==> config.mk <==
export PLATFORM = sky130hd
export DESIGN_NAME = cjt_job_fifo
export DESIGN_NICKNAME = d
export VERILOG_FILES = /design/src/hw/rtl/cjt_pkg.sv /design/src/hw/rtl/cjt_job_fifo.sv
export SDC_FILE = /design/constraint.sdc
export NUM_CORES = 1
export LEC_CHECK = 0
export ABC_AREA = 1
export ABC_CLOCK_PERIOD_IN_PS = 5900
export BUFFER_PORTS_ARGS = -buffer_cell sky130_fd_sc_hd__buf_4
export CORE_MARGIN = 5
export CORE_UTILIZATION = 35
export CTS_CLUSTER_SIZE = 20
export DETAILED_ROUTE_END_ITERATION = 8
export GPL_ROUTABILITY_DRIVEN = 0
export PLACE_DENSITY = 0.63
export SYNTH_ARGS = -nofsm -noshare
export SYNTH_HDL_FRONTEND = slang
export SYNTH_SLANG_ARGS = --single-unit
==> constraint.sdc <==
create_clock -name clk -period 5.9 [get_ports clk]
set_input_delay 0.295 -clock clk [delete_from_list [all_inputs] [get_ports clk]]
set_output_delay 0.295 -clock clk [all_outputs]
set_load 0.05 [all_outputs]
==> src/hw/rtl/cjt_pkg.sv <==
// Shared types, constants and fixed-point helpers of the cubic joint trajectory generator.
// Used by every module of the block; depends on nothing.
`timescale 1ns / 1ps

package cjt_pkg;

  // Defaults of the top-level parameters
  localparam int MAX_STEPS_DEF   = 64;
  localparam int JOINT_COUNT_DEF = 7;
  localparam int JOB_DEPTH_DEF   = 2;

  // Field widths
  localparam int NSTEP_W    = 7;
  localparam int DT_W       = 20;
  localparam int CFG_IDX_W  = 2;
  localparam int CFG_DATA_W = 32;

  // Register indexes
  localparam logic [CFG_IDX_W-1:0] CFG_NUM_STEPS   = 2'd0;
  localparam logic [CFG_IDX_W-1:0] CFG_STEP_TIME   = 2'd1;
  localparam logic [CFG_IDX_W-1:0] CFG_QUAD_COEFF  = 2'd2;
  localparam logic [CFG_IDX_W-1:0] CFG_CUBIC_COEFF = 2'd3;

  // Register reset values
  localparam logic [NSTEP_W-1:0] NUM_STEPS_RST   = 7'd50;
  localparam logic [DT_W-1:0]    STEP_TIME_RST   = 20'd6554;
  localparam logic signed [31:0] QUAD_COEFF_RST  = 32'sd2013266;
  localparam logic signed [31:0] CUBIC_COEFF_RST = -32'sd268435;

  localparam logic signed [31:0] S32_MAX = 32'sh7FFF_FFFF;
  localparam logic signed [31:0] S32_MIN = 32'sh8000_0000;

  typedef struct packed {
    logic [2:0]         joint_id;
    logic signed [31:0] start_angle;
    logic signed [31:0] target_angle;
  } in_item_t;

  typedef struct packed {
    logic [2:0]         joint_id_out;
    logic [5:0]         sample_index;
    logic [31:0]        sample_time;
    logic signed [31:0] position;
    logic signed [31:0] velocity;
    logic signed [31:0] acceleration;
    logic               last;
  } out_item_t;

  // One joint run, as queued between front and back
  typedef struct packed {
    logic [2:0]         joint;
    logic signed [31:0] start;
    logic signed [31:0] a2;
    logic signed [31:0] a3;
    logic [NSTEP_W-1:0] n;
    logic [DT_W-1:0]    dt;
  } job_t;

  // Per-sample identity carried down the sample pipeline
  typedef struct packed {
    logic [2:0]  joint;
    logic [5:0]  idx;
    logic [31:0] t;
    logic        last;
  } tag_t;

  typedef struct packed {
    tag_t               tag;
    logic signed [31:0] start;
    logic signed [31:0] a2;
    logic [31:0]        a2m;
    logic [31:0]        a3m;
    logic               a3n;
  } ctx_t;

  // Magnitude of a signed 32-bit value (2^31 fits unsigned)
  function automatic logic [31:0] mag32(input logic signed [31:0] x);
    return x[31] ? (~x + 32'd1) : x;
  endfunction

  // Magnitude of a 33-bit difference of two 32-bit values (never -2^32)
  function automatic logic [31:0] mag33(input logic signed [32:0] x);
    logic [32:0] m;
    m = x[32] ? (~x + 33'd1) : x;
    return m[31:0];
  endfunction

  // Apply sign to a rounded magnitude and saturate to signed 32 bits
  function automatic logic signed [31:0] sat_mag(input logic [48:0] r, input logic neg);
    logic big;
    big = |r[48:31];
    if (neg) begin
      return big ? S32_MIN : $signed(32'd0 - r[31:0]);
    end
    return big ? S32_MAX : $signed(r[31:0]);
  endfunction

  // Shift a magnitude product right 16, round half away from zero, saturate
  function automatic logic signed [31:0] rs16(input logic [63:0] p, input logic neg);
    logic [48:0] r;
    r = {1'b0, p[63:16]} + {48'd0, p[15]};
    return sat_mag(r, neg);
  endfunction

  // Same with a 24-bit shift
  function automatic logic signed [31:0] rs24(input logic [63:0] p, input logic neg);
    logic [48:0] r;
    r = {9'd0, p[63:24]} + {48'd0, p[23]};
    return sat_mag(r, neg);
  endfunction

  function automatic logic signed [35:0] sx36(input logic signed [31:0] x);
    return {{4{x[31]}}, x};
  endfunction

  // Saturate a 36-bit signed sum to signed 32 bits
  function automatic logic signed [31:0] sat36(input logic signed [35:0] s);
    if (s[35:31] == {5{s[35]}}) begin
      return s[31:0];
    end
    return s[35] ? S32_MIN : S32_MAX;
  endfunction

endpackage

==> src/hw/rtl/cjt_job_fifo.sv <==
// Short job queue between front and back end.
// Depends on cjt_pkg for the job type.
`timescale 1ns / 1ps

module cjt_job_fifo #(
  parameter int DEPTH = cjt_pkg::JOB_DEPTH_DEF
) (
  input  logic          clk,
  input  logic          rst_n,
  input  logic          push_valid,
  output logic          push_ready,
  input  cjt_pkg::job_t push_job,
  output logic          pop_valid,
  input  logic          pop_ready,
  output cjt_pkg::job_t pop_job
);

  localparam int PTR_W = (DEPTH > 1) ? $clog2(DEPTH) : 1;
  localparam int CNT_W = $clog2(DEPTH + 1);

  cjt_pkg::job_t    mem_r [DEPTH];
  logic [PTR_W-1:0] wr_ptr_r, rd_ptr_r;
  logic [CNT_W-1:0] cnt_r;
  logic             push, pop;

  assign push_ready = (cnt_r < CNT_W'(DEPTH));
  assign pop_valid  = (cnt_r != '0);
  assign push       = push_valid && push_ready;
  assign pop        = pop_valid && pop_ready;
  assign pop_job    = mem_r[rd_ptr_r];

  // Store the pushed job
  always_ff @(posedge clk) begin
    if (push) begin
      mem_r[wr_ptr_r] <= push_job;
    end
  end

  // Advance pointers and count
  always_ff @(posedge clk) begin
    if (!rst_n) begin
      wr_ptr_r <= '0;
      rd_ptr_r <= '0;
      cnt_r    <= '0;
    end else begin
      if (push) begin
        wr_ptr_r <= (wr_ptr_r == PTR_W'(DEPTH - 1)) ? '0 : wr_ptr_r + PTR_W'(1);
      end
      if (pop) begin
        rd_ptr_r <= (rd_ptr_r == PTR_W'(DEPTH - 1)) ? '0 : rd_ptr_r + PTR_W'(1);
      end
      if (push && !pop) begin
        cnt_r <= cnt_r + CNT_W'(1);
      end else if (pop && !push) begin
        cnt_r <= cnt_r - CNT_W'(1);
      end
    end
  end

endmodule

# Word level (Yosys, flattened, before mapping)

Memory sizes are Yosys's and may differ from the RTL's. A register that Yosys moved wholly into a read port is not among the register bits.
Cells that the tools add are included.

Add/subtract/negate cells: 4
Order comparisons: 1
Muxes and demuxes: 8
Reductions and logical operators: 8

Operator list:

| kind                                                                | number |
|---|---|
| 1-bit 2-to-1 mux                                                    | 6 |
| 1-bit logical AND                                                   | 4 |
| 2-bit 2-to-1 mux                                                    | 2 |
| 2-bit nonzero test                                                  | 2 |
| 1-bit adder (second input constant)                                 | 2 |
| 2-bit by 1-bit adder with 2-bit output (second input constant)      | 1 |
| 1-bit zero test                                                     | 2 |
| 2-bit < comparator (second input constant)                          | 1 |
| 2-bit by 1-bit subtractor with 2-bit output (second input constant) | 1 |

Register bits after elaboration: 4
Memory bits (writable): 252
Input port bits: 130
Output and inout port bits: 128
Word-level logic and storage cells: 25
Memories kept: 1

Memories:

| memory | depth | width | rd ports | clocked after Yosys merged registers in | wr ports | RTL line           | source |
|---|---|---|---|---|---|---|---|
| mem_r  | 2     | 126   | 1        | 1                                       | 1        | cjt_job_fifo.sv:21 | `cjt_pkg::job_t mem_r [DEPTH];` |

# Depth between registers and ports, before layout

Depth after elaboration: 6
Gate-level depth with buffers: 10
Mapped depth without buffers: 10

# Worst setup path before layout

No wires, ideal clock.

Kind: register to register
From: register cnt_r[1]
To: memory mem_r[0][0] (netlist bit), enable pin
Library setup time: 613 ps
Data arrival time: 6,129 ps
Setup slack: -842 ps
Cell stages (with the launch flop): 4
Period minus slack after synthesis: 6,742 ps
Cell sequence: dfxtp_1 -> inv_1 -> nand2_1 -> nor2_1

Word-level cells in the longest chain between the ends: 4

Ends and longest elaborated chain:

| what                                   | RTL line           | source |
|---|---|---|
| from (decl)                            | cjt_job_fifo.sv:23 | `logic [CNT_W-1:0] cnt_r;` |
| from (signal assigned)                 | cjt_job_fifo.sv:53 | `cnt_r <= cnt_r + CNT_W'(1);` |
| from (signal assigned)                 | cjt_job_fifo.sv:55 | `cnt_r <= cnt_r - CNT_W'(1);` |
| 2-bit < comparator                     | cjt_job_fifo.sv:26 | `assign push_ready = (cnt_r < CNT_W'(DEPTH));` |
| named net push_ready                   | cjt_job_fifo.sv:11 | `output logic push_ready,` |
| 1-bit logical AND                      | cjt_job_fifo.sv:28 | `assign push = push_valid && push_ready;` |
| 1-bit 2-to-1 mux                       | cjt_job_fifo.sv:34 | `if (push) begin` |
| 1-bit 2-to-1 mux (not written as such) | cjt_job_fifo.sv:35 | `mem_r[wr_ptr_r] <= push_job;` |
| to (decl)                              | cjt_job_fifo.sv:21 |  |

The timed path passes the listed nets, and every way through them passes these cells.

==> metrics <==
setup bufs post-CTS 0; drt first-iter violations 183; Seq/Total Area, Yosys 80.90%; maxcap violations 0; Net count, final 962; Die Span X 174.6 um; Int Power 4.111 mW; clk root buf clkbuf_16; gr ovfl total 0; Final Hold Violating Endpoints 0; routed wire length 20800 um; number of buffers created by CTS 27; Worst-Skew Late Latency 0.52 ns; Vias 5334; initial antenna violation count 0; Clk pin slew, worst setup/hold paths 0.06 ns; ys async rst share 0%; worst path cell trace buf_4 -> mux2_2 -> buf_4; Area contributors post-synth edfxtp_1 80%, mux2_2 10%, mux2_4 6.3%; Fin Clk Skew 0.01151 ns; hold depth 3; number of enable flip-flop cells after synthesis 252; global-route wire length before repair 32030 um; fin util 51.90%; sw frac 35.61%; Yosys cell types 15; cells after synthesis 427; Initial Util 35.36%; Crit-path slowest cell dfxtp_4; flop-to-flop setup slack 3.91 ns; syn_nets 558; count leader, synth edfxtp_1; CP bufs+invs 2; fmax 351.0 MHz; CP dominant cell by count buf_4; worst-margin pin slew 0.9909 ns; WP depth 3; outcome complete, no violations; most frequent cells after synthesis 252 x edfxtp_1, 86 x mux2_2, 40 x mux2_4; Avg Synthesized Cell Area 22.20 um2; Final Setup Violations 0; count of state elements after synthesis 257; Crit. End Element primary output; vias per inst 4.475; area of the core 26800 um2; max-slew violations 0; cell family with most CP delay buffers and inverters; row count 60; DP HPWL 13190 um; Reg2Reg Depth 4; die height 174.6 um; CTS Sinks 257; H-tree depth 1; Slew headroom 33.94%; DIE AREA 30470 um2; Worst EP required 5.61 ns; peak supply drop 0.3056 mV; vias in the first global route 5950; fin crit share 48.28%; Storage cell area 7671 um2; Synth top area share 79.84%; Pleak 5.292 nW; area leader, netlist edfxtp_1; footprint of the multi-input gates 1688 um2; first-pass detailed-route iteration total 4; maximum fanout along the worst path 52; slowest cell delay on critical path 0.66 ns; Pwr Total 6.385 mW; Net Switching 2.274 mW; share of cells above drive strength 1 50.76%; Routed WL per cell 17.45 um; Port Buffers 257; CTS tree yes; GRT Util Overall 13.01%; combinational share of power 36.3%; main flop type after synthesis edfxtp_1; register share of total power 38.2%; WP data arrival 2.55 ns; largest net degree at the start of global routing 71; P&R area growth vs syn 46.77%; Startpoint Class register; post-route setup TNS 0 ns; pwr dens 459.0 nW/um2; Clock Power Share 25.5%; Max Buffers Root-to-Sink 3; post-layout min period 2.849 ns; number of warnings issued by yosys 0; antenna-violating nets left 0; # diodes 0; IO Count 258; type of the most critical hold path primary input to register; filler instances 2098; RSZ-0062 raised after global routing false; critical path type register to primary output; DRC viols 0; Cell Area, Synth 9478 um2; Worst Hold Margin 0.04287 ns
repair_timing:
action	in CTS	in global routing
resized for setup	0	0
endpoints found under the hold margin	252	0
hold buffers	126	0
cell type report:
cell class	instances	area share (%)
Clock buffer	31	4.965
Clock inverter	18	1.214
Inverter	8	0.2159
Multi-Input combinational cell	148	12.13
Sequential cell	257	55.14
Tap cell	341	3.067
Timing Repair Buffer	389	23.26
worst reg2reg max path: stages, from the launching register on:
cell and delay (ns):
dfxtp_1 0.33, inv_1 0.11, nand2_1 0.20, nor2_4 0.14
buf_4 0.72
kinds of logic (layout without fill, tap and decap cells):
group,count (synthesis),after routing,synth area share [%]
buffers and inverters,22,446,1.452
flip-flops,257,257,80.90
multiplexers,126,126,16.55
AND/OR/NAND/NOR,16,16,0.6733
adder cells (fa/ha/maj),1,1,0.1320
AO/OA/AOI/OAI,5,5,0.2905
power groups by stage:
stage	registers [mW]	logic (mW)	clock network [mW]
floorplan	2.48	1.66	0
global placement	2.47	2.24	0
detailed placement	2.48	2.27	0
CTS	2.44	2.35	1.69
global route	2.47	2.42	1.77
finish	2.44	2.32	1.63
path summary, 6_finish.rpt:
| kind | startpoint | endpoint |
|---|---|---|
| worst max-delay path | register | pop_job[2] |
| worst min-delay path | rst_n | cnt_r[1] |
| worst max register to register | cnt_r[1] | mem_r[0][7] |
| worst min register to register | rd_ptr_r | register |
registers in the layout, indices dropped and copies added (netlist names), named ones only:
register	flops
mem_r	252
cnt_r	2
rd_ptr_r	1
wr_ptr_r	1
through the flow:
stage	std cells	setup slack (ns)	cell area, um2
final	1192	3.051	13910
after global routing	1192	2.914	13910
after CTS	1192	2.934	13910
after detailed placement	1017	3.508	11790
after global placement	1017	3.544	11790
after floorplan	427	-0.8424	9478
per-layer routing:
layer | global-route usage [%] | wire, um | up-vias
met5 | 0 | 0 | -
met4 | 2.717 | 261 | 0
met3 | 3.741 | 1504 | 22
met2 | 23.19 | 10800 | 182
met1 | 15.78 | 8235 | 2642
li1 | - | - | 2488
placed cells by master, fill, tap and decap left out:
master           n
nor2_1           4
inv_1            8
o21a_1           1
nand3_1          1
o21ai_0          2
dfxtp_1          4
nor2_4           2
mux2_4          40
buf_4          263
nand2_1          8
clkinvlp_4       1
edfxtp_1       252
clkbuf_1         4
bufinv_16        3
dfxtp_4          1
ha_1             1
a21oi_1          2
mux2_2          86
clkinv_2         7
clkbuf_16       27
nand4_1          1
dlygate4sd3_1  126
inv_6            2
clkinv_1         5
No activity file was read; power rests on OpenSTA's default activity.
