`src/hw/rtl/cjt_pkg.sv`:
```
// Shared types, constants and fixed-point helpers of the cubic joint trajectory generator.
// Used by every module of the block; depends on nothing.
`timescale 1ns / 1ps

package cjt_pkg;

  // Defaults of the top-level parameters
  localparam int MAX_STEPS_DEF   = 64;
  localparam int JOINT_COUNT_DEF = 7;
  localparam int JOB_DEPTH_DEF   = 2;

  // Field widths
  localparam int NSTEP_W    = 7;
  localparam int DT_W       = 20;
  localparam int CFG_IDX_W  = 2;
  localparam int CFG_DATA_W = 32;

  // Register indexes
  localparam logic [CFG_IDX_W-1:0] CFG_NUM_STEPS   = 2'd0;
  localparam logic [CFG_IDX_W-1:0] CFG_STEP_TIME   = 2'd1;
  localparam logic [CFG_IDX_W-1:0] CFG_QUAD_COEFF  = 2'd2;
  localparam logic [CFG_IDX_W-1:0] CFG_CUBIC_COEFF = 2'd3;

  // Register reset values
  localparam logic [NSTEP_W-1:0] NUM_STEPS_RST   = 7'd50;
  localparam logic [DT_W-1:0]    STEP_TIME_RST   = 20'd6554;
  localparam logic signed [31:0] QUAD_COEFF_RST  = 32'sd2013266;
  localparam logic signed [31:0] CUBIC_COEFF_RST = -32'sd268435;

  localparam logic signed [31:0] S32_MAX = 32'sh7FFF_FFFF;
  localparam logic signed [31:0] S32_MIN = 32'sh8000_0000;

  typedef struct packed {
    logic [2:0]         joint_id;
    logic signed [31:0] start_angle;
    logic signed [31:0] target_angle;
  } in_item_t;

  typedef struct packed {
    logic [2:0]         joint_id_out;
    logic [5:0]         sample_index;
    logic [31:0]        sample_time;
    logic signed [31:0] position;
    logic signed [31:0] velocity;
    logic signed [31:0] acceleration;
    logic               last;
  } out_item_t;

  // One joint run, as queued between front and back
  typedef struct packed {
    logic [2:0]         joint;
    logic signed [31:0] start;
    logic signed [31:0] a2;
    logic signed [31:0] a3;
    logic [NSTEP_W-1:0] n;
    logic [DT_W-1:0]    dt;
  } job_t;

  // Per-sample identity carried down the sample pipeline
  typedef struct packed {
    logic [2:0]  joint;
    logic [5:0]  idx;
    logic [31:0] t;
    logic        last;
  } tag_t;

  typedef struct packed {
    tag_t               tag;
    logic signed [31:0] start;
    logic signed [31:0] a2;
    logic [31:0]        a2m;
    logic [31:0]        a3m;
    logic               a3n;
  } ctx_t;

  // Magnitude of a signed 32-bit value (2^31 fits unsigned)
  function automatic logic [31:0] mag32(input logic signed [31:0] x);
    return x[31] ? (~x + 32'd1) : x;
  endfunction

  // Magnitude of a 33-bit difference of two 32-bit values (never -2^32)
  function automatic logic [31:0] mag33(input logic signed [32:0] x);
    logic [32:0] m;
    m = x[32] ? (~x + 33'd1) : x;
    return m[31:0];
  endfunction

  // Apply sign to a rounded magnitude and saturate to signed 32 bits
  function automatic logic signed [31:0] sat_mag(input logic [48:0] r, input logic neg);
    logic big;
    big = |r[48:31];
    if (neg) begin
      return big ? S32_MIN : $signed(32'd0 - r[31:0]);
    end
    return big ? S32_MAX : $signed(r[31:0]);
  endfunction

  // Shift a magnitude product right 16, round half away from zero, saturate
  function automatic logic signed [31:0] rs16(input logic [63:0] p, input logic neg);
    logic [48:0] r;
    r = {1'b0, p[63:16]} + {48'd0, p[15]};
    return sat_mag(r, neg);
  endfunction

  // Same with a 24-bit shift
  function automatic logic signed [31:0] rs24(input logic [63:0] p, input logic neg);
    logic [48:0] r;
    r = {9'd0, p[63:24]} + {48'd0, p[23]};
    return sat_mag(r, neg);
  endfunction

  function automatic logic signed [35:0] sx36(input logic signed [31:0] x);
    return {{4{x[31]}}, x};
  endfunction

  // Saturate a 36-bit signed sum to signed 32 bits
  function automatic logic signed [31:0] sat36(input logic signed [35:0] s);
    if (s[35:31] == {5{s[35]}}) begin
      return s[31:0];
    end
    return s[35] ? S32_MIN : S32_MAX;
  endfunction

endpackage

```
`src/hw/rtl/cjt_stream_if.sv`:
```
// Valid/ready stream channel carrying one payload item per request.
// Payload type is set by the instantiating level; uses no package.
`timescale 1ns / 1ps

interface cjt_stream_if #(
  parameter type T = logic
) ();
  logic valid;
  logic ready;
  T     data;

  modport source (output valid, output data, input ready);
  modport sink   (input valid, input data, output ready);
endinterface

```
`src/hw/rtl/cjt_back.sv`:
```
// Back end: steps through one job's samples and evaluates the cubic in a
// seven-stage multiply pipeline. Depends on cjt_pkg, cjt_stream_if.
`timescale 1ns / 1ps

module cjt_back (
  input  logic          clk,
  input  logic          rst_n,
  input  logic          pop_valid,
  output logic          pop_ready,
  input  cjt_pkg::job_t pop_job,
  cjt_stream_if.source  out_stream
);

  // Sample sequencer
  logic                        act_r;
  logic [cjt_pkg::NSTEP_W-1:0] i_r, n_r;
  logic [31:0]                 t_r;
  logic [cjt_pkg::DT_W-1:0]    dt_r;
  logic [2:0]                  joint_r;
  logic signed [31:0]          start_r, a2_r;
  logic [31:0]                 a2m_r, a3m_r;
  logic                        a3n_r;

  logic        en, pop, issue, last_w;
  cjt_pkg::ctx_t c0;

  // Pipeline stages
  logic          v1_r, v2_r, v3_r, v4_r, v5_r, v6_r, out_valid_r;
  cjt_pkg::ctx_t c1_r, c2_r, c3_r, c4_r, c5_r, c6_r;
  logic [63:0]   s1_tt_r, s1_a2t_r, s1_a3t_r;
  logic [31:0]   s2_t2_r;
  logic signed [31:0] s2_a2t_r, s2_a3t_r;
  logic [63:0]   s3_t3p_r, s3_a2t2p_r, s3_a3t2p_r;
  logic signed [31:0] s3_a2t_r, s3_acc_r;
  logic [31:0]   s4_t3_r;
  logic signed [31:0] s4_a2t2_r, s4_a3t2_r, s4_a2t_r, s4_acc_r;
  logic [63:0]   s5_a3t3p_r;
  logic signed [31:0] s5_a2t2_r, s5_vel_r, s5_acc_r;
  logic signed [31:0] s6_a3t3_r, s6_a2t2_r, s6_vel_r, s6_acc_r;
  cjt_pkg::out_item_t out_data_r;

  assign en        = !out_valid_r || out_stream.ready;
  assign pop_ready = !act_r;
  assign pop       = pop_valid && !act_r;
  assign issue     = act_r && en;
  assign last_w    = (i_r == n_r - cjt_pkg::NSTEP_W'(1));

  assign c0.tag.joint = joint_r;
  assign c0.tag.idx   = i_r[5:0];
  assign c0.tag.t     = t_r;
  assign c0.tag.last  = last_w;
  assign c0.start     = start_r;
  assign c0.a2        = a2_r;
  assign c0.a2m       = a2m_r;
  assign c0.a3m       = a3m_r;
  assign c0.a3n       = a3n_r;

  // Run control: load a job, drop back to idle after its final sample
  always_ff @(posedge clk) begin
    if (!rst_n) begin
      act_r <= 1'b0;
    end else if (pop) begin
      act_r <= 1'b1;
    end else if (issue && last_w) begin
      act_r <= 1'b0;
    end
  end

  // Load job fields, then advance sample index and time
  always_ff @(posedge clk) begin
    if (pop) begin
      i_r     <= '0;
      t_r     <= '0;
      n_r     <= pop_job.n;
      dt_r    <= pop_job.dt;
      joint_r <= pop_job.joint;
      start_r <= pop_job.start;
      a2_r    <= pop_job.a2;
      a2m_r   <= cjt_pkg::mag32(pop_job.a2);
      a3m_r   <= cjt_pkg::mag32(pop_job.a3);
      a3n_r   <= pop_job.a3[31];
    end else if (issue) begin
      i_r <= i_r + cjt_pkg::NSTEP_W'(1);
      t_r <= t_r + {12'd0, dt_r};
    end
  end

  // Valid bits move with the pipeline; hold everything while the output stalls
  always_ff @(posedge clk) begin
    if (!rst_n) begin
      v1_r        <= 1'b0;
      v2_r        <= 1'b0;
      v3_r        <= 1'b0;
      v4_r        <= 1'b0;
      v5_r        <= 1'b0;
      v6_r        <= 1'b0;
      out_valid_r <= 1'b0;
    end else if (en) begin
      v1_r        <= issue;
      v2_r        <= v1_r;
      v3_r        <= v2_r;
      v4_r        <= v3_r;
      v5_r        <= v4_r;
      v6_r        <= v5_r;
      out_valid_r <= v6_r;
    end
  end

  always_ff @(posedge clk) begin
    if (en) begin
      // t^2, a2*t, a3*t
      c1_r     <= c0;
      s1_tt_r  <= c0.tag.t * c0.tag.t;
      s1_a2t_r <= c0.a2m * c0.tag.t;
      s1_a3t_r <= c0.a3m * c0.tag.t;

      // Round the first products
      c2_r     <= c1_r;
      s2_t2_r  <= cjt_pkg::rs16(s1_tt_r, 1'b0);
      s2_a2t_r <= cjt_pkg::rs16(s1_a2t_r, c1_r.a2[31]);
      s2_a3t_r <= cjt_pkg::rs16(s1_a3t_r, c1_r.a3n);

      // t^3, a2*t^2, a3*t^2; acceleration
      c3_r       <= c2_r;
      s3_t3p_r   <= s2_t2_r * c2_r.tag.t;
      s3_a2t2p_r <= c2_r.a2m * s2_t2_r;
      s3_a3t2p_r <= c2_r.a3m * s2_t2_r;
      s3_a2t_r   <= s2_a2t_r;
      s3_acc_r   <= cjt_pkg::sat36((cjt_pkg::sx36(c2_r.a2) <<< 1)
                                   + (cjt_pkg::sx36(s2_a3t_r) <<< 2)
                                   + (cjt_pkg::sx36(s2_a3t_r) <<< 1));

      // Round the second products
      c4_r      <= c3_r;
      s4_t3_r   <= cjt_pkg::rs16(s3_t3p_r, 1'b0);
      s4_a2t2_r <= cjt_pkg::rs16(s3_a2t2p_r, c3_r.a2[31]);
      s4_a3t2_r <= cjt_pkg::rs16(s3_a3t2p_r, c3_r.a3n);
      s4_a2t_r  <= s3_a2t_r;
      s4_acc_r  <= s3_acc_r;

      // a3*t^3; velocity
      c5_r       <= c4_r;
      s5_a3t3p_r <= c4_r.a3m * s4_t3_r;
      s5_a2t2_r  <= s4_a2t2_r;
      s5_vel_r   <= cjt_pkg::sat36((cjt_pkg::sx36(s4_a2t_r) <<< 1)
                                   + (cjt_pkg::sx36(s4_a3t2_r) <<< 1)
                                   + cjt_pkg::sx36(s4_a3t2_r));
      s5_acc_r   <= s4_acc_r;

      // Round the cubic term
      c6_r      <= c5_r;
      s6_a3t3_r <= cjt_pkg::rs16(s5_a3t3p_r, c5_r.a3n);
      s6_a2t2_r <= s5_a2t2_r;
      s6_vel_r  <= s5_vel_r;
      s6_acc_r  <= s5_acc_r;

      // Position and the output register
      out_data_r.joint_id_out <= c6_r.tag.joint;
      out_data_r.sample_index <= c6_r.tag.idx;
      out_data_r.sample_time  <= c6_r.tag.t;
      out_data_r.position     <= cjt_pkg::sat36(cjt_pkg::sx36(c6_r.start)
                                                + cjt_pkg::sx36(s6_a2t2_r)
                                                + cjt_pkg::sx36(s6_a3t3_r));
      out_data_r.velocity     <= s6_vel_r;
      out_data_r.acceleration <= s6_acc_r;
      out_data_r.last         <= c6_r.tag.last;
    end
  end

  assign out_stream.valid = out_valid_r;
  assign out_stream.data  = out_data_r;

endmodule

```
`src/flat_wrapper.sv`:
```
// flat-port wrapper written by rule: the top's interface ports become plain ports
module cjt_back_flat 
  (clk, rst_n, pop_valid, pop_ready, pop_job, out_stream_valid, out_stream_data, out_stream_ready);
  cjt_stream_if out_stream_i ();
  input  logic clk;
  input  logic rst_n;
  input  logic pop_valid;
  output logic pop_ready;
  input  cjt_pkg::job_t pop_job;
  output wire logic [$bits(out_stream_i.valid)-1:0] out_stream_valid;
  output wire logic [$bits(out_stream_i.data)-1:0] out_stream_data;
  input wire logic [$bits(out_stream_i.ready)-1:0] out_stream_ready;
  assign out_stream_valid = out_stream_i.valid;
  assign out_stream_data = out_stream_i.data;
  assign out_stream_i.ready = out_stream_ready;
  cjt_back u_core (.clk(clk), .rst_n(rst_n), .pop_valid(pop_valid), .pop_ready(pop_ready), .pop_job(pop_job), .out_stream(out_stream_i));
endmodule
```
`config.mk`:
```
export PLATFORM = sky130hd
export DESIGN_NAME = cjt_back_flat
export DESIGN_NICKNAME = d
export VERILOG_FILES = /design/src/hw/rtl/cjt_pkg.sv /design/src/hw/rtl/cjt_stream_if.sv /design/src/hw/rtl/cjt_back.sv /design/src/flat_wrapper.sv
export SDC_FILE = /design/constraint.sdc
export NUM_CORES = 1
export LEC_CHECK = 0
export ABC_AREA = 0
export BUFFER_PORTS_ARGS = -buffer_cell sky130_fd_sc_hd__buf_2
export CAP_MARGIN = 20
export CORE_MARGIN = 10
export CORE_UTILIZATION = 31
export DETAILED_ROUTE_END_ITERATION = 8
export GPL_TIMING_DRIVEN = 0
export PLACE_DENSITY = 0.73
export SETUP_SLACK_MARGIN = 0.5
export SLEW_MARGIN = 40
export SYNTH_ARGS = -nofsm -noshare
export SYNTH_HDL_FRONTEND = slang
export SYNTH_SLANG_ARGS = --single-unit
```
`constraint.sdc`:
```
create_clock -name clk -period 1.42 [get_ports clk]
set_input_delay 0.071 -clock clk [delete_from_list [all_inputs] [get_ports clk]]
set_output_delay 0.071 -clock clk [all_outputs]
set_load 0.03 [all_outputs]
```
# After elaboration in Yosys (flattened, before gate mapping)

Cells that the tools add are included.

Reduce and logical (&&, ||, !) cells: 7
$add $sub $neg: 2
Eq/ne operators: 1
Mux-type cells: 2

Operators with widths:

| operator                                          | number |
|---|---|
| adder 7 x 1 -> 7 bit (second input constant)      | 1 |
| equality test 7 bit                               | 1 |
| subtractor 7 x 1 -> 7 bit (second input constant) | 1 |
| logical AND 1 bit                                 | 3 |
| logical NOT 1 bit                                 | 2 |
| 2-to-1 mux 1 bit                                  | 2 |
| nonzero test 2 bit                                | 1 |
| logical OR 1 bit                                  | 1 |

Logic and storage cells: 29
Output and inout bits: 3
Bits of input ports: 130
Register bits: 29

# Depth between registers and ports, before layout

Depth after elaboration: 6
Depth in mapped cells: 6
Mapped depth without buffers: 6

# Worst setup path before layout

OpenSTA, ideal clock, no wires.

Path type: flip-flop to flip-flop
From: register u_core.n_r[0] (netlist name)
To: register u_core.c1_r[129] (netlist name), data pin
Cell stages (with the launch flop): 7
Buffers on the path: 0
Data arrival time: 1.245 ns
Required time: 1.163 ns
Slack: -0.082 ns
Library setup time: 0.257 ns
Period minus slack after synthesis: 1.502 ns
Path through: edfxtp_1 > inv_1 > ha_1 > nor3b_2 > a21o_1 > a211oi_2 > and4bb_1

Longest elaborated chain between the ends: 2

RTL lines:

| what                      | RTL line        | RTL |
|---|---|---|
| from (decl)               | cjt_back.sv:16  | `logic [cjt_pkg::NSTEP_W-1:0] i_r, n_r;` |
| from (signal assigned)    | cjt_back.sv:74  | `n_r <= pop_job.n;` |
| subtractor 7 x 1 -> 7 bit | cjt_back.sv:46  | `assign last_w = (i_r == n_r - cjt_pkg::NSTEP_W'(1));` |
| equality test 7 bit       | cjt_back.sv:46  |  |
| via u_core.last_w         | cjt_back.sv:24  | `logic en, pop, issue, last_w;` |
| to (signal assigned)      | cjt_back.sv:112 | `c1_r <= c0;` |
| to (decl)                 | cjt_back.sv:29  | `cjt_pkg::ctx_t c1_r, c2_r, c3_r, c4_r, c5_r, c6_r;` |

The timed path passes the listed nets, and every way through them passes these cells.
A chain may end at the register's enable or synchronous reset.

# Worst setup path after layout

Ends and elaborated chain as after synthesis.

==> flow_summary_export.csv <==
group,metric,value,unit
run_status,status,"complete, but fails checks",
run_status,violations,"negative setup slack",
yosys,synth_edf_count,14,
setup_path,path_cells,"inv_1 > ha_2 > nor3b_4 > nand3_2 > a211oi_2 > and4bb_1",
setup_path,start_kind,"flip-flop",
timing,drv_slew,0,
timing,rsz0062_at_grt,"true",
power,vdd_drop_max,0.0006644,V
setup_path,crit_path_top_delay_cell,"edfxtp_1",
route,avgViaCountPerCell,4.717,
setup_path,cp_top_family,"simple AND/OR/NAND/NOR gates",
route,dr_total_vias,934,
route,wl_met2,1473,µm
route,wl_met3,134,µm
timing,worst_pin_slew,264.0,ps
timing,fin_ws,-192.0,ps
cts,cts_buffers,5,
yosys,syn_nets,238,
route,highest_layer,"met4",
yosys,avgSynthCellArea,11.60,µm²
yosys,synthArstFlopShare,0,
die,rows,22,
timing,max_clock_freq,620.3,MHz
yosys,synth_ff_type,"dfxtp_1",
placed_design,hpwl,1650,µm
route,drc,0,
layout,n_fill_cell,336,
global_routing,grt-ovfl-total,0,
cts,htree_num_levels,2,
yosys,synth_area_leaders,"edfxtp_1, dfxtp_1, xnor2_1",
die,io_pins,133,
cts,cts_buffer_depth,2,
die,die_area,6887,µm²
setup_path,critPathRequiredTime,1570,ps
setup_path,endpoint_kind,"flip-flop",
die,die_w,82.99,µm
power,p_leak,0.7195,nW
power,p_per_area,953.3,nW/µm²
cts,clock-sinks,29,
layout,final_layout_size_suffix_gt1_frac,0.4867,
route,wl,2779,µm
timing,post-route-period-util,1.135,
layout,syn_to_final_growth,56.05,%
setup_path,reg2reg_setup_slack,-190,ps
hold_path,min_path_type,"primary input to flip-flop",
placed_design,portBuffers,13,
layout,antenna_cells,0,
cts,clockRootBuffer,"clkbuf_8",
global_routing,grt_first_pass_wirelength,4457,µm
yosys,netlist_area,1230,µm²
global_routing,antenna_found_initial,0,
hold_path,hold_end,"u_core.out_stream.valid$_SDFFE_PN0N_",
yosys,ys_ff_latch,29,
global_routing,grt_use_total,0.07957,
hold_path,min_path_cells,2,
yosys,ys_seq_area_frac,0.5860,
setup_path,r2r_start,"u_core.n_r[0]$_DFFE_PP_",
setup_path,cp.arrival,1760,ps
route,ant_nets,0,
yosys,synth_cell_types,30,
setup_path,ff2ff_path_depth,6,
timing,slew_headroom,0.8226,
run,cap_violations,0,
hold_path,hold_path.startpoint,"rst_n",
timing,finalSetupViolCount,2,
yosys,ys_warn_count,0,
setup_path,path_buf_inv,1,
placed_design,place_congestion,0.7754,
setup_path,crit_path_max_fanout,3,
route,wl_met1,1110,µm
global_routing,grt_start_max_net_pins,14,
global_routing,grt_pass1_vias,987,
yosys,yosysTopAreaCell,"edfxtp_1",
setup_path,r2r_end,"u_core.c1_r[129]$_DFFE_PN_",
die,initial_utilization,0.3285,
cts,cts_tree,"yes",
timing,skew,7.850,ps
timing,hold_viol_final,0,
die,die-height,82.99,µm
route,wire_per_inst,14.04,µm
cts,clk_latency,280,ps
layout,top_regs,"u_core.i_r x7, u_core.n_r x7",
yosys,synth_cells,106,
setup_path,slowest_delay,390,ps
timing,hold_slack,86.10,ps
layout,fin_util,0.5127,
cts,cts.clk_slew.worst_paths,60,ps
yosys,yosys.area.top_type_share,0.3418,
setup_path,path_class,"flip-flop to flip-flop",
yosys,ys_top_cells_by_count,"dfxtp_1, nand2_1, edfxtp_1, xnor2_1, nor2_1",
die,fp.coreArea,3744,µm²
route,first_iter_violations,43,
timing,fin_crit,1612,ps
layout,fin_nets,281,
route,dr.pass1.iters,4,
layer usage:
layer / global-route usage / vias up
met4: 0.04154 / 0
met1: 0.07653 / 451
met3: 0.03418 / 9
met5: 0 / -
li1: - / 456
met2: 0.1404 / 18
report_power, final:
part	total, mW	switching (mW)	internal [mW]
logic	0.249	0.105	0.143
registers	0.965	0.0517	0.913
clock network	0.616	0.277	0.339
total	1.83	0.434	1.40
worst max-delay path by stage:
| stage | startpoint | to | slack [ps] | cells past startpoint |
|---|---|---|---|---|
| finish | u_core.n_r[0]$_DFFE_PP_ | u_core.c1_r[129]$_DFFE_PN_ | -190 | 6 |
| CTS | u_core.n_r[1]$_DFFE_PP_ | u_core.c1_r[129]$_DFFE_PN_ | -240 | 6 |
| global placement | u_core.n_r[0]$_DFFE_PP_ | u_core.c1_r[129]$_DFFE_PN_ | -190 | 6 |
| detailed placement | u_core.n_r[0]$_DFFE_PP_ | u_core.c1_r[129]$_DFFE_PN_ | -280 | 6 |
| global route | u_core.n_r[0]$_DFFE_PP_ | u_core.c1_r[129]$_DFFE_PN_ | -270 | 6 |
| floorplan | u_core.n_r[0]$_DFFE_PP_ | u_core.c1_r[129]$_DFFE_PN_ | -70 | 6 |
metrics by stage:
stage	std cells	setup TNS, ps	worst slack (ps)	power [mW]	instance area, µm²
6_report	198	-350.5	-192.0	1.830	1919
5_1_grt	198	-532.1	-269.2	1.918	1919
4_1_cts	194	-434.4	-240.8	1.817	1817
3_5_place_dp	167	-418.3	-276.5	1.115	1448
3_3_place_gp	167	-237.8	-185.2	1.102	1448
2_1_floorplan	106	-72.49	-72.49	1.066	1323
final cells by class:
class / count / area (µm²) / share of cell area
plain buffers: 2 / 26.28 / 0.01369
clock buffers: 7 / 76.32 / 0.03977
clock inverters: 1 / 3.754 / 0.001956
inverters: 4 / 27.53 / 0.01434
multi-input cells: 71 / 661.9 / 0.3449
flip-flops and latches: 29 / 740.7 / 0.3859
well taps: 48 / 60.06 / 0.03129
repair buffers: 36 / 322.8 / 0.1682
kinds of logic (layout without fill, tap and decap cells):
family | Yosys count | count (layout) | share of synthesized area
buf+inv | 6 | 50 | 0.01932
simple gates | 41 | 41 | 0.1841
flops | 29 | 29 | 0.5860
compound gates | 14 | 14 | 0.07935
fa+ha+maj | 2 | 2 | 0.02034
xor+xnor | 14 | 14 | 0.1109
cell usage in the layout (no fill, tap or decap), types with 3 or more instances in the layout:
| master | Yosys | layout |
|---|---|---|
| edfxtp_1 | 14 | 14 |
| nand2_1 | 15 | 6 |
| clkbuf_8 | 0 | 5 |
| nand2_4 | 0 | 3 |
| xor2_1 | 5 | 5 |
| dfxtp_1 | 15 | 9 |
| buf_6 | 0 | 11 |
| buf_2 | 1 | 11 |
| dlygate4sd3_1 | 0 | 7 |
| nand2_2 | 0 | 5 |
| dfxtp_4 | 0 | 5 |
| nor2_1 | 7 | 6 |
| a21boi_1 | 0 | 4 |
| nand3_2 | 0 | 3 |
| xnor2_1 | 8 | 8 |
| buf_4 | 0 | 6 |
worst reg2reg max path, stage by stage, from the launching register on:
cell	delay, ps
edfxtp_1	390
inv_1	80
ha_2	170
nor3b_4	260
nand3_2	100
a211oi_2	260
and4bb_1	220
what timing repair did:
item,in CTS,in global routing
endpoints found under the hold margin,7,0
resized for setup,31,19
cloned,1,0
pin swaps,13,14
setup buffers,11,4
hold buffers,7,0
setup endpoints to repair,30,32
Power figures use the tool's default switching activity.
